File: src/rtl/rs_pkg.sv
// ----------------------------------------------------------------------------
// rs_pkg: shared types and constants for the row softmax block
// Fixed-point constants for the exponential and the sequencer state type.
// ----------------------------------------------------------------------------
package rs_pkg;

  // Row buffer geometry.
  localparam int MAX_ROW = 64;
  localparam int ADDR_W  = $clog2(MAX_ROW);
  localparam int CNT_W   = ADDR_W + 1;

  // Score and probability formats.
  localparam int SCORE_W = 16;
  localparam int PROB_W  = 16;
  localparam int SUM_W   = 23;

  // Exponential: exp(-1/256) in Q0.32, the cutoff and the bits of the distance used.
  localparam logic [31:0] EXP_STEP   = 32'd4278222805;
  localparam logic [16:0] EXP_CUTOFF = 17'd4096;
  localparam int          EXP_BITS   = 13;
  localparam logic [15:0] EXP_SCALE  = 16'hFFFF;

  // Shared multiplier operand widths.
  localparam int MUL_A_W = 33;
  localparam int MUL_B_W = 32;
  localparam int PROD_W  = MUL_A_W + MUL_B_W;

  // Divider: dividend is 2^32, so the quotient has 33 bits.
  localparam int QUO_W = 33;

  // Sequencer states.
  typedef enum logic [3:0] {
    S_IDLE,
    S_RD,
    S_LD,
    S_EXPA,
    S_EXPF,
    S_EXPE,
    S_ACC,
    S_DIV,
    S_PMUL,
    S_OUT
  } rs_state_t;

endpackage

File: src/rtl/rs_ram.sv
// ----------------------------------------------------------------------------
// rs_ram: generic single-port-write, registered-read memory
// One write port and one read port; read data is registered and appears in the cycle after raddr.
// ----------------------------------------------------------------------------
module rs_ram #(
  parameter int WIDTH = 16,
  parameter int DEPTH = 64
) (
  input  logic                     clk,
  input  logic                     we,
  input  logic [$clog2(DEPTH)-1:0] waddr,
  input  logic [WIDTH-1:0]         wdata,
  input  logic [$clog2(DEPTH)-1:0] raddr,
  output logic [WIDTH-1:0]         rdata
);

  logic [WIDTH-1:0] mem [DEPTH];

  // Write and registered read.
  always_ff @(posedge clk) begin
    if (we) begin
      mem[waddr] <= wdata;
    end
    rdata <= mem[raddr];
  end

endmodule

File: src/rtl/row_softmax.sv
// ----------------------------------------------------------------------------
// row_softmax: max-subtracted softmax over one row of Q8.8 scores
// Stores a row, then emits one Q0.16 probability per stored element.
// ----------------------------------------------------------------------------
//   Channel  Handshake       Payload
//   in       valid / stall   score, row_last
//   out      out_valid/out_stall  prob, last, overflow
//
// A score that does not close its row is taken with stall low. A closing
// score starts a sum pass and an output pass over the stored row, each with
// two shared-multiplier steps per exponent bit, and a bit-serial reciprocal
// division runs in between. The one 33x32 multiplier serves both passes.
// Input stall is high for the whole row computation; output stall holds the
// current result. Reset is synchronous and clears control.
module row_softmax (
  input  logic                         clk,
  input  logic                         rst,
  input  logic                         valid,
  output logic                         stall,
  input  logic signed [15:0]           score,
  input  logic                         row_last,
  output logic                         out_valid,
  input  logic                         out_stall,
  output logic [15:0]                  prob,
  output logic                         last,
  output logic                         overflow
);
  import rs_pkg::*;

  rs_state_t state, state_next;

  logic signed [SCORE_W-1:0] row_max;
  logic [CNT_W-1:0]          elem_count;
  logic                      dropped_flag;
  logic [SUM_W-1:0]          exp_sum;
  logic [ADDR_W-1:0]         idx;
  logic                      out_pass;
  logic [16:0]               gap;
  logic [MUL_A_W-1:0]        acc;
  logic [31:0]               f;
  logic [3:0]                k;
  logic [15:0]               e;
  logic [23:0]               rem;
  logic [QUO_W-1:0]          recip;
  logic [5:0]                j;

  logic                      accept;
  logic                      store_ok;
  logic                      is_last_elem;
  logic signed [SCORE_W-1:0] rdata;
  logic [16:0]               gap_now;
  logic [MUL_A_W-1:0]        mul_a;
  logic [MUL_B_W-1:0]        mul_b;
  logic [PROD_W-1:0]         prod;
  logic [PROD_W-1:0]         prod_rnd;
  logic [23:0]               rem_sh;
  logic                      rem_ge;

  assign accept       = valid && !stall;
  assign store_ok     = elem_count < CNT_W'(MAX_ROW);
  assign is_last_elem = ({1'b0, idx} + CNT_W'(1)) == elem_count;
  assign gap_now      = 17'({row_max[15], row_max} - {rdata[15], rdata});

  // Row buffer.
  rs_ram #(.WIDTH(SCORE_W), .DEPTH(MAX_ROW)) u_store (
    .clk   (clk),
    .we    (accept && store_ok),
    .waddr (elem_count[ADDR_W-1:0]),
    .wdata (score),
    .raddr (idx),
    .rdata (rdata)
  );

  // Shared multiplier operand selection.
  always_comb begin
    mul_a = acc;
    mul_b = f;
    case (state)
      S_EXPF: begin
        mul_a = {1'b0, f};
        mul_b = f;
      end
      S_EXPE: begin
        mul_a = acc;
        mul_b = {16'd0, EXP_SCALE};
      end
      S_PMUL: begin
        mul_a = recip;
        mul_b = {16'd0, e};
      end
      default: begin
        mul_a = acc;
        mul_b = f;
      end
    endcase
  end

  assign prod     = PROD_W'(mul_a) * PROD_W'(mul_b);
  assign prod_rnd = prod + (PROD_W'(1) << 31);

  // One restoring division step.
  assign rem_sh = {rem[22:0], (j == 6'd32)};
  assign rem_ge = rem_sh >= {1'b0, exp_sum};

  // Next-state logic.
  always_comb begin
    state_next = state;
    case (state)
      S_IDLE: if (accept && row_last) state_next = S_RD;
      S_RD:   state_next = S_LD;
      S_LD: begin
        if (gap_now > EXP_CUTOFF) state_next = out_pass ? S_PMUL : S_ACC;
        else                      state_next = S_EXPA;
      end
      S_EXPA: state_next = S_EXPF;
      S_EXPF: state_next = (k == 4'(EXP_BITS - 1)) ? S_EXPE : S_EXPA;
      S_EXPE: state_next = out_pass ? S_PMUL : S_ACC;
      S_ACC:  state_next = is_last_elem ? S_DIV : S_RD;
      S_DIV:  if (j == 6'd0) state_next = S_RD;
      S_PMUL: state_next = S_OUT;
      S_OUT: begin
        if (!out_stall) state_next = is_last_elem ? S_IDLE : S_RD;
      end
      default: state_next = S_IDLE;
    endcase
  end

  // Handshake outputs.
  always_comb begin
    stall     = (state != S_IDLE);
    out_valid = (state == S_OUT);
    last      = is_last_elem;
  end

  // Control registers.
  always_ff @(posedge clk) begin
    if (rst) begin
      state        <= S_IDLE;
      row_max      <= -16'sd32768;
      elem_count   <= '0;
      dropped_flag <= 1'b0;
      exp_sum      <= '0;
      idx          <= '0;
      out_pass     <= 1'b0;
    end else begin
      state <= state_next;
      case (state)
        S_IDLE: begin
          if (accept) begin
            if (store_ok) begin
              elem_count <= elem_count + CNT_W'(1);
              if (score > row_max) row_max <= score;
            end else begin
              dropped_flag <= 1'b1;
            end
            if (row_last) begin
              exp_sum  <= '0;
              idx      <= '0;
              out_pass <= 1'b0;
            end
          end
        end
        S_ACC: begin
          exp_sum <= exp_sum + SUM_W'(e);
          if (!is_last_elem) idx <= idx + ADDR_W'(1);
        end
        S_DIV: begin
          if (j == 6'd0) begin
            out_pass <= 1'b1;
            idx      <= '0;
          end
        end
        S_OUT: begin
          if (!out_stall) begin
            if (is_last_elem) begin
              row_max      <= -16'sd32768;
              elem_count   <= '0;
              dropped_flag <= 1'b0;
            end else begin
              idx <= idx + ADDR_W'(1);
            end
          end
        end
        default: ;
      endcase
    end
  end

  // Arithmetic datapath registers.
  always_ff @(posedge clk) begin
    case (state)
      S_IDLE: begin
        rem <= '0;
        j   <= 6'd32;
      end
      S_LD: begin
        gap <= gap_now;
        acc <= MUL_A_W'(1) << 32;
        f   <= EXP_STEP;
        k   <= '0;
        e   <= '0;
      end
      S_EXPA: if (gap[k]) acc <= prod_rnd[PROD_W-1 -: MUL_A_W];
      S_EXPF: begin
        f <= prod_rnd[63:32];
        k <= k + 4'd1;
      end
      S_EXPE: e <= prod_rnd[47:32];
      S_DIV: begin
        rem   <= rem_ge ? (rem_sh - {1'b0, exp_sum}) : rem_sh;
        recip <= {recip[QUO_W-2:0], rem_ge};
        j     <= j - 6'd1;
        if (j == 6'd0 && exp_sum == '0) recip <= '0;
      end
      S_PMUL: begin
        prob     <= (prod[PROD_W-1:32] != '0) ? 16'hFFFF : prod[31:16];
        overflow <= dropped_flag;
      end
      default: ;
    endcase
  end

endmodule
File: config.mk
export PLATFORM = sky130hd
export DESIGN_NAME = row_softmax
export DESIGN_NICKNAME = d
export VERILOG_FILES = /design/src/rtl/rs_pkg.sv /design/src/rtl/rs_ram.sv /design/src/rtl/row_softmax.sv
export SDC_FILE = /design/constraint.sdc
export NUM_CORES = 2
export LEC_CHECK = 0
export BUFFER_PORTS_ARGS = -buffer_cell sky130_fd_sc_hd__clkbuf_2
export CORE_MARGIN = 2
export CORE_UTILIZATION = 25
export CTS_CLUSTER_DIAMETER = 80
export CTS_CLUSTER_SIZE = 12
export DETAILED_ROUTE_END_ITERATION = 8
export PLACE_DENSITY = 0.51
export SKIP_LAST_GASP = 1
export SLEW_MARGIN = 20
export SYNTH_ARGS = -nofsm -noshare
export SYNTH_HDL_FRONTEND = slang
export SYNTH_SLANG_ARGS = --single-unit
export TNS_END_PERCENT = 20
File: constraint.sdc
create_clock -name clk -period 11.3 [get_ports clk]
set_clock_uncertainty 0.15 [all_clocks]
set_input_delay 0 -clock clk [delete_from_list [all_inputs] [get_ports clk]]
set_output_delay 0 -clock clk [all_outputs]
set_load 0.05 [all_outputs]
### Yosys cells after proc, flatten, opt, wreduce, memory -nomap -nowiden

Memories as Yosys holds them, arrays and structs flattened. A register that Yosys moved wholly into a read port is not among the register bits.
Index checks and enable logic that the tools add are counted.

| storage, ports and cells | value |
|---|---|
| flip-flop bits (word level) | 238 |
| RAM bits | 1,024 |
| bits of input ports | 21 |
| output and inout port bits | 20 |
| logic and storage cells | 132 |
| memories kept | 1 |

Memories:

| name | words | width | rd ports | clocked after memory_dff | write ports | RTL line | source |
|---|---|---|---|---|---|---|---|
| u_store.mem | 64 | 16 | 1 | 1 | 1 | rs_ram.sv:17 | `logic [WIDTH-1:0] mem [DEPTH];` |

| cells by class | value |
|---|---|
| $add $sub $neg | 9 |
| multiply operators | 1 |
| magnitude comparators | 5 |
| eq/ne operators | 22 |
| muxes and demuxes | 52 |
| reduce and logical (&&, ||, !) cells | 25 |

Operators by type and width:

| kind | number |
|---|---|
| 33-bit one-hot mux with 2 select lines | 2 |
| 32-bit one-hot mux with 2 select lines | 2 |
| 23-bit one-hot mux with 2 select lines | 2 |
| 16-bit two-way mux | 5 |
| 23-bit two-way mux | 3 |
| 65-bit by 32-bit adder with 65-bit output, second input constant | 1 |
| 33-bit by 32-bit multiplier with 65-bit output | 1 |
| 16-bit one-hot mux with 2 select lines | 2 |
| 4-bit one-hot mux with 10 select lines | 1 |
| 33-bit two-way mux | 1 |
| 33-bit nonzero test | 1 |
| 6-bit two-way mux | 5 |
| 7-bit two-way mux | 4 |
| 24-bit by 23-bit greater-or-equal comparator with 1-bit output | 1 |
| 6-bit one-hot mux with 4 select lines | 1 |
| 23-bit by 16-bit adder with 23-bit output | 1 |
| 23-bit logical NOT | 1 |
| 23-bit subtractor | 1 |
| 4-bit two-way mux | 5 |
| 2-bit != test, second input constant | 9 |
| 17-bit by 13-bit greater-than comparator with 1-bit output, second input constant | 1 |
| 16-bit by 16-bit subtractor with 17-bit output | 1 |
| 4-bit by 3-bit == test with 1-bit output, second input constant | 4 |
| 16-bit greater-than comparator | 1 |
| other kinds (31) | 58 |

### Longest topological paths before layout

| depth | value |
|---|---|
| depth after elaboration | 6 |
| gate-level depth with buffers | 41 |
| mapped depth without buffers | 34 |

### Cells and area by module

A second synthesis with hierarchy kept.

| unflattened totals | value |
|---|---|
| cell total of the unflattened synthesis | 7,358 |
| area total of the unflattened synthesis | 88,587.5 µm² |

By module, submodules not included:

| module | times used | cells an instance | area an instance (µm²) | sequential area each (µm²) |
|---|---|---|---|---|
| row_softmax | 1 | 5,529 | 48,545.3 | 6,566.3 |
| rs_ram | 1 | 1,829 | 40,042.2 | 31,069.8 |

### Least setup slack after synthesis

OpenSTA, ideal clock, no wires.

| timing path | value |
|---|---|
| kind | reg-to-reg |
| start | reg state[0] |
| end | reg f[31], data pin |
| setup time | 0.258 ns |
| arrival | 10.600 ns |
| required time | 10.892 ns |
| slack | 0.293 ns |
| stages on the path, launching flop included | 38 |
| buffers on the path | 6 |
| period minus slack after synthesis | 11.007 ns |
| path through | dfxtp_1 > buf_6 > or4b_4 > inv_2 > buf_6 > clkbuf_1 > clkbuf_1 > a22oi_1 > nand2_1 > clkbuf_1 > nand2_1 > fa_1 > fa_1 > inv_1 > fa_1 > inv_1 > fa_1 > inv_1 > [... 2 more ...] > fa_1 > fa_1 > fa_1 > inv_1 > ha_1 > clkbuf_1 > nand2_1 > o21ai_0 > a221o_1 > a211oi_1 > nor3_1 > mux2_2 > a311oi_1 > and4_1 > nand4_1 > or2_2 > or4_4 > mux2i_1 |

| between the ends | value |
|---|---|
| cells in the longest elaborated chain, start to end | 5 |
| elaborated cells between the ends (all ways) | 9 |
| those cells by class | add/sub (1); mul (1); eq/ne (4); mux (3) |

RTL lines:

| element | RTL line | source |
|---|---|---|
| start: declaration | row_softmax.sv:30 | `rs_state_t state, state_next;` |
| start signal: assignment | row_softmax.sv:146 | `state <= state_next;` |
| 4-bit == test, or another cell as far along | row_softmax.sv:78 | `case (state)` |
| 33-bit one-hot mux with 2 select lines / 32-bit one-hot mux with 2 select lines (equally long branches) | row_softmax.sv:78 |  |
| 33-bit by 32-bit multiplier with 65-bit output | row_softmax.sv:98 | `assign prod = PROD_W'(mul_a) * PROD_W'(mul_b);` |
| 65-bit by 32-bit adder with 65-bit output | row_softmax.sv:99 | `assign prod_rnd = prod + (PROD_W'(1) << 31);` |
| 32-bit one-hot mux with 2 select lines * | row_softmax.sv:191 | `case (state)` |
| end signal: assignment | row_softmax.sv:205 | `f <= prod_rnd[63:32];` |
| end: declaration | row_softmax.sv:40 | `logic [31:0] f;` |

Every way passes the cells marked *; elsewhere a longest branch is shown, timed or not.
A chain may end at the register's enable or synchronous reset.

### Worst setup path in the final report

| timing path | value |
|---|---|
| start | reg state[0] |
| end | reg prob[3], data pin |

| between the ends | value |
|---|---|
| cells in the longest elaborated chain, start to end | 4 |
| elaborated cells between the ends (all ways) | 7 |
| those cells by class | mul (1); eq/ne (3); mux (2); reduce/logical (1) |

RTL lines:

| element | RTL line | source |
|---|---|---|
| 4-bit == test / 4-bit by 3-bit == test with 1-bit output (equally long branches) | row_softmax.sv:78 |  |
| 33-bit one-hot mux with 2 select lines / 32-bit one-hot mux with 2 select lines (equally long branches) | row_softmax.sv:78 |  |
| 33-bit by 32-bit multiplier with 65-bit output * | row_softmax.sv:98 |  |
| 33-bit nonzero test | row_softmax.sv:216 | `prob <= (prod[PROD_W-1:32] != '0) ? 16'hFFFF : prod[31:16];` |
| end signal: assignment | row_softmax.sv:216 |  |
| end: declaration | row_softmax.sv:24 | `output logic [15:0] prob,` |

Marks and branches as above.

==> qor.log <==
qor: detailed_routing.wl_per_cell 22.9 um
qor: detailed_routing.via_per_inst 4.72
qor: detailed_routing.num_vias 56,000
qor: worst_setup_path.critical-path-max-stage-delay 610 ps
qor: timing.timing.fmax 90.9 MHz
qor: worst_setup_path.timing.critical_path.from_type register
qor: global_routing.grt_use_total 15.3%
qor: synth.ys_dominant_reg_cell edfxtp_1
qor: global_routing.grt_start_max_net_pins 98
qor: synth.synth_nets 8,340
qor: timing.timing.final.hold_violations 0
qor: final_layout.fillerInstances 35,800
qor: timing.finalSetupViolations 0
qor: clock_network.clock_tree_from_tritoncts done
qor: floorplan.total_i_o_pin_count 41
qor: clock_network.htree_levels 3
qor: detailed_routing.detail_route.first_pass.iterations 5
qor: synth.async_reset_ff_share 0%
qor: final_layout.fin_nets 8,512
qor: floorplan.placeableCoreArea 349,000 sq um
qor: final_layout.drive_above_1_share 13.8%
qor: clock_network.root_buffer_cell clkbuf_16
qor: synth.synth-warning-count 0
qor: clock_network.cts.path.max_buffers 3
qor: timing.report.final.slew_viol_count 0
qor: synth.ys_types 98
qor: worst_hold_path.hp-class input port to register
qor: worst_setup_path.critPathKind register to register
qor: clock_network.clk_transition_reported_paths 70 ps
qor: detailed_routing.antenna_violating_nets_post_route 0
qor: floorplan.die_h 595 um
qor: final_layout.top_library_cells_by_usage_in_the_layout_fill_and_taps_aside edfxtp_1, inv_1, fa_1
qor: status.status finished clean
qor: synth.number_of_enable_flip_flop_cells_after_synthesis 1,204
qor: global_routing.antenna_found_initial 8
qor: global_routing.globalRouteOverflowTotal 0
qor: worst_setup_path.critPathSlowestCell or4b_4
qor: worst_setup_path.crit_buf_inv 7
qor: synth.seq_area_frac_synth 43.1%
qor: global_routing.grt_first_pass_wirelength 405 mm
qor: timing.slew_headroom 22.9%
qor: floorplan.start_util 25.1%
qor: detailed_routing.dr.first_iter.drc_count 5,149
qor: worst_setup_path.critical_path_peak_fanout 42
qor: floorplan.rows 217
qor: global_routing.via_count_of_the_first_global_routing_pass 58,800
qor: worst_setup_path.crit_top_cell fa_1
qor: placement.placement.io_buffers 40
qor: worst_setup_path.critical_path_required 11,610 ps
qor: synth.synthesis.area_per_instance 12.4 sq um
qor: synth.netlist_instances 7,052
qor: timing.worst_pin_slew 1150 ps
qor: floorplan.dieWidth 595 um
qor: worst_setup_path.timing.critical_path.max_delay_family adder cells
qor: synth.ffs_latches_synth 1,278
qor: floorplan.die_area 354,000 sq um
qor: timing.min_period_over_period 97.3%
qor: timing.post-route-min-period 11,000 ps
qor: placement.globalplace.congestion 0.951
qor: final_layout.final_util 28.3%
qor: clock_network.clkLatencyLatePin 780 ps
qor: detailed_routing.finalWirelength 272 mm
qor: clock_network.tritoncts_num_sinks 1,278
qor: worst_setup_path.worstPathArrival 11,300 ps
qor: final_layout.final_common_cell edfxtp_1
qor: worst_setup_path.cp-end-kind register
qor: flow_run.drv_cap 0
qor: placement.detailedPlacementHpwl 204 mm
qor: synth.synthesis.area 87,400 sq um
qor: clock_network.post_cts_buffers 0
qor: clock_network.cts_buffers 119
qor: detailed_routing.remaining_drc_errors 0
qor: final_layout.syn2layout_area_growth 12.8%
## metal layers
layer / part of all wire [%] / track usage, % / wire (um) / vias to the layer above
met5: 0.011 / 0 / 30 / -
met4: 2.7 / 3.93 / 7450 / 4
met3: 5.9 / 1.99 / 16100 / 364
met2: 48 / 25.6 / 131000 / 1911
met1: 43 / 21.0 / 118000 / 29600
li1: - / - / - / 24100
## worst min-delay path: stages
cell and delay, ps:
dlygate4sd3_1 560, clkbuf_2 140, a31oi_1 140, nand2_1 100, mux2i_1 50
## worst paths after layout
check                from     endpoint  slack (ps)  cells past startpoint
max reg2reg      state[0]      prob[3]         300                     32
min              row_last  exp_sum[20]         130                      5
min reg2reg  dropped_flag     overflow         290                      0
max              state[0]      prob[3]         300                     32
## cell type report
class	instances	area [sq um]	share of cell area, %
flip-flops and latches	1278	37700	38.2
multi-input cells	4373	44700	45.3
clock buffers	148	3090	3.13
repair buffers	418	3300	3.35
inverters	1034	3880	3.94
well taps	4599	5750	5.84
diodes	1	2.50	0.00254
clock inverters	14	225	0.228
## registers in the layout (all words and copies together), names as in the netlist, 4 cells and up
signal	cells
f	32
gap	16
idx	6
prob	16
acc	33
row_max	16
u_store.mem	1024
state	4
recip	33
rem	23
e	16
u_store.rdata	16
k	4
j	6
elem_count	7
exp_sum	23
## cells in the mapped netlist (36+ instances only)
cell | n | share of area, %
edfxtp_1 | 1204 | 41
inv_1 | 1033 | 4.4
fa_1 | 928 | 21
nand2_1 | 857 | 3.7
nor2_1 | 739 | 3.2
mux4_2 | 341 | 8.8
ha_1 | 339 | 4.9
clkbuf_1 | 328 | 1.4
a21oi_1 | 171 | 0.98
o21ai_0 | 93 | 0.53
nand3_1 | 76 | 0.44
dfxtp_1 | 74 | 1.7
xnor2_1 | 71 | 0.71
and2_1 | 56 | 0.40
a21o_1 | 48 | 0.41
nor2b_1 | 48 | 0.34
nor3_1 | 46 | 0.26
nand4_1 | 43 | 0.31
xor2_1 | 41 | 0.41
and3_1 | 37 | 0.26
a22oi_1 | 36 | 0.31
## through the flow
| stage | setup WS [ps] | hold slack [ps] | std cells | setup TNS, ps | area [sq um] |
|---|---|---|---|---|---|
| 3_3_place_gp | -282 | 187 | 11700 | -4530 | 94900 |
| 6_report | 303 | 125 | 11900 | 0 | 98600 |
| 3_5_place_dp | -253 | 201 | 11700 | -3840 | 94900 |
| 4_1_cts | 8.77 | 96.0 | 11900 | 0 | 98500 |
| 5_1_grt | -57.8 | 125 | 11900 | -447 | 98600 |
| 2_1_floorplan | 293 | -51.1 | 7052 | 0 | 87400 |
## timing repair
item                       CTS  global route
hold buffers                21             0
setup endpoints to repair   18            53
hold endpoints to repair   839             0
resized for setup            4            51
## cells by family after synthesis
kind of cell | after synthesis | share of synthesized area, %
AO/OA/AOI/OAI | 555 | 4.19
XOR/XNOR | 112 | 1.12
adder cells (fa/ha/maj) | 1267 | 26.1
buffers and inverters | 1401 | 6.04
flip-flops | 1278 | 43.1
multiplexers | 373 | 9.16
AND/OR/NAND/NOR | 2066 | 10.3
Power is left out: the tool's default activity adds up to more than one toggle a clock period on the data nets, which glitch-free logic cannot reach.
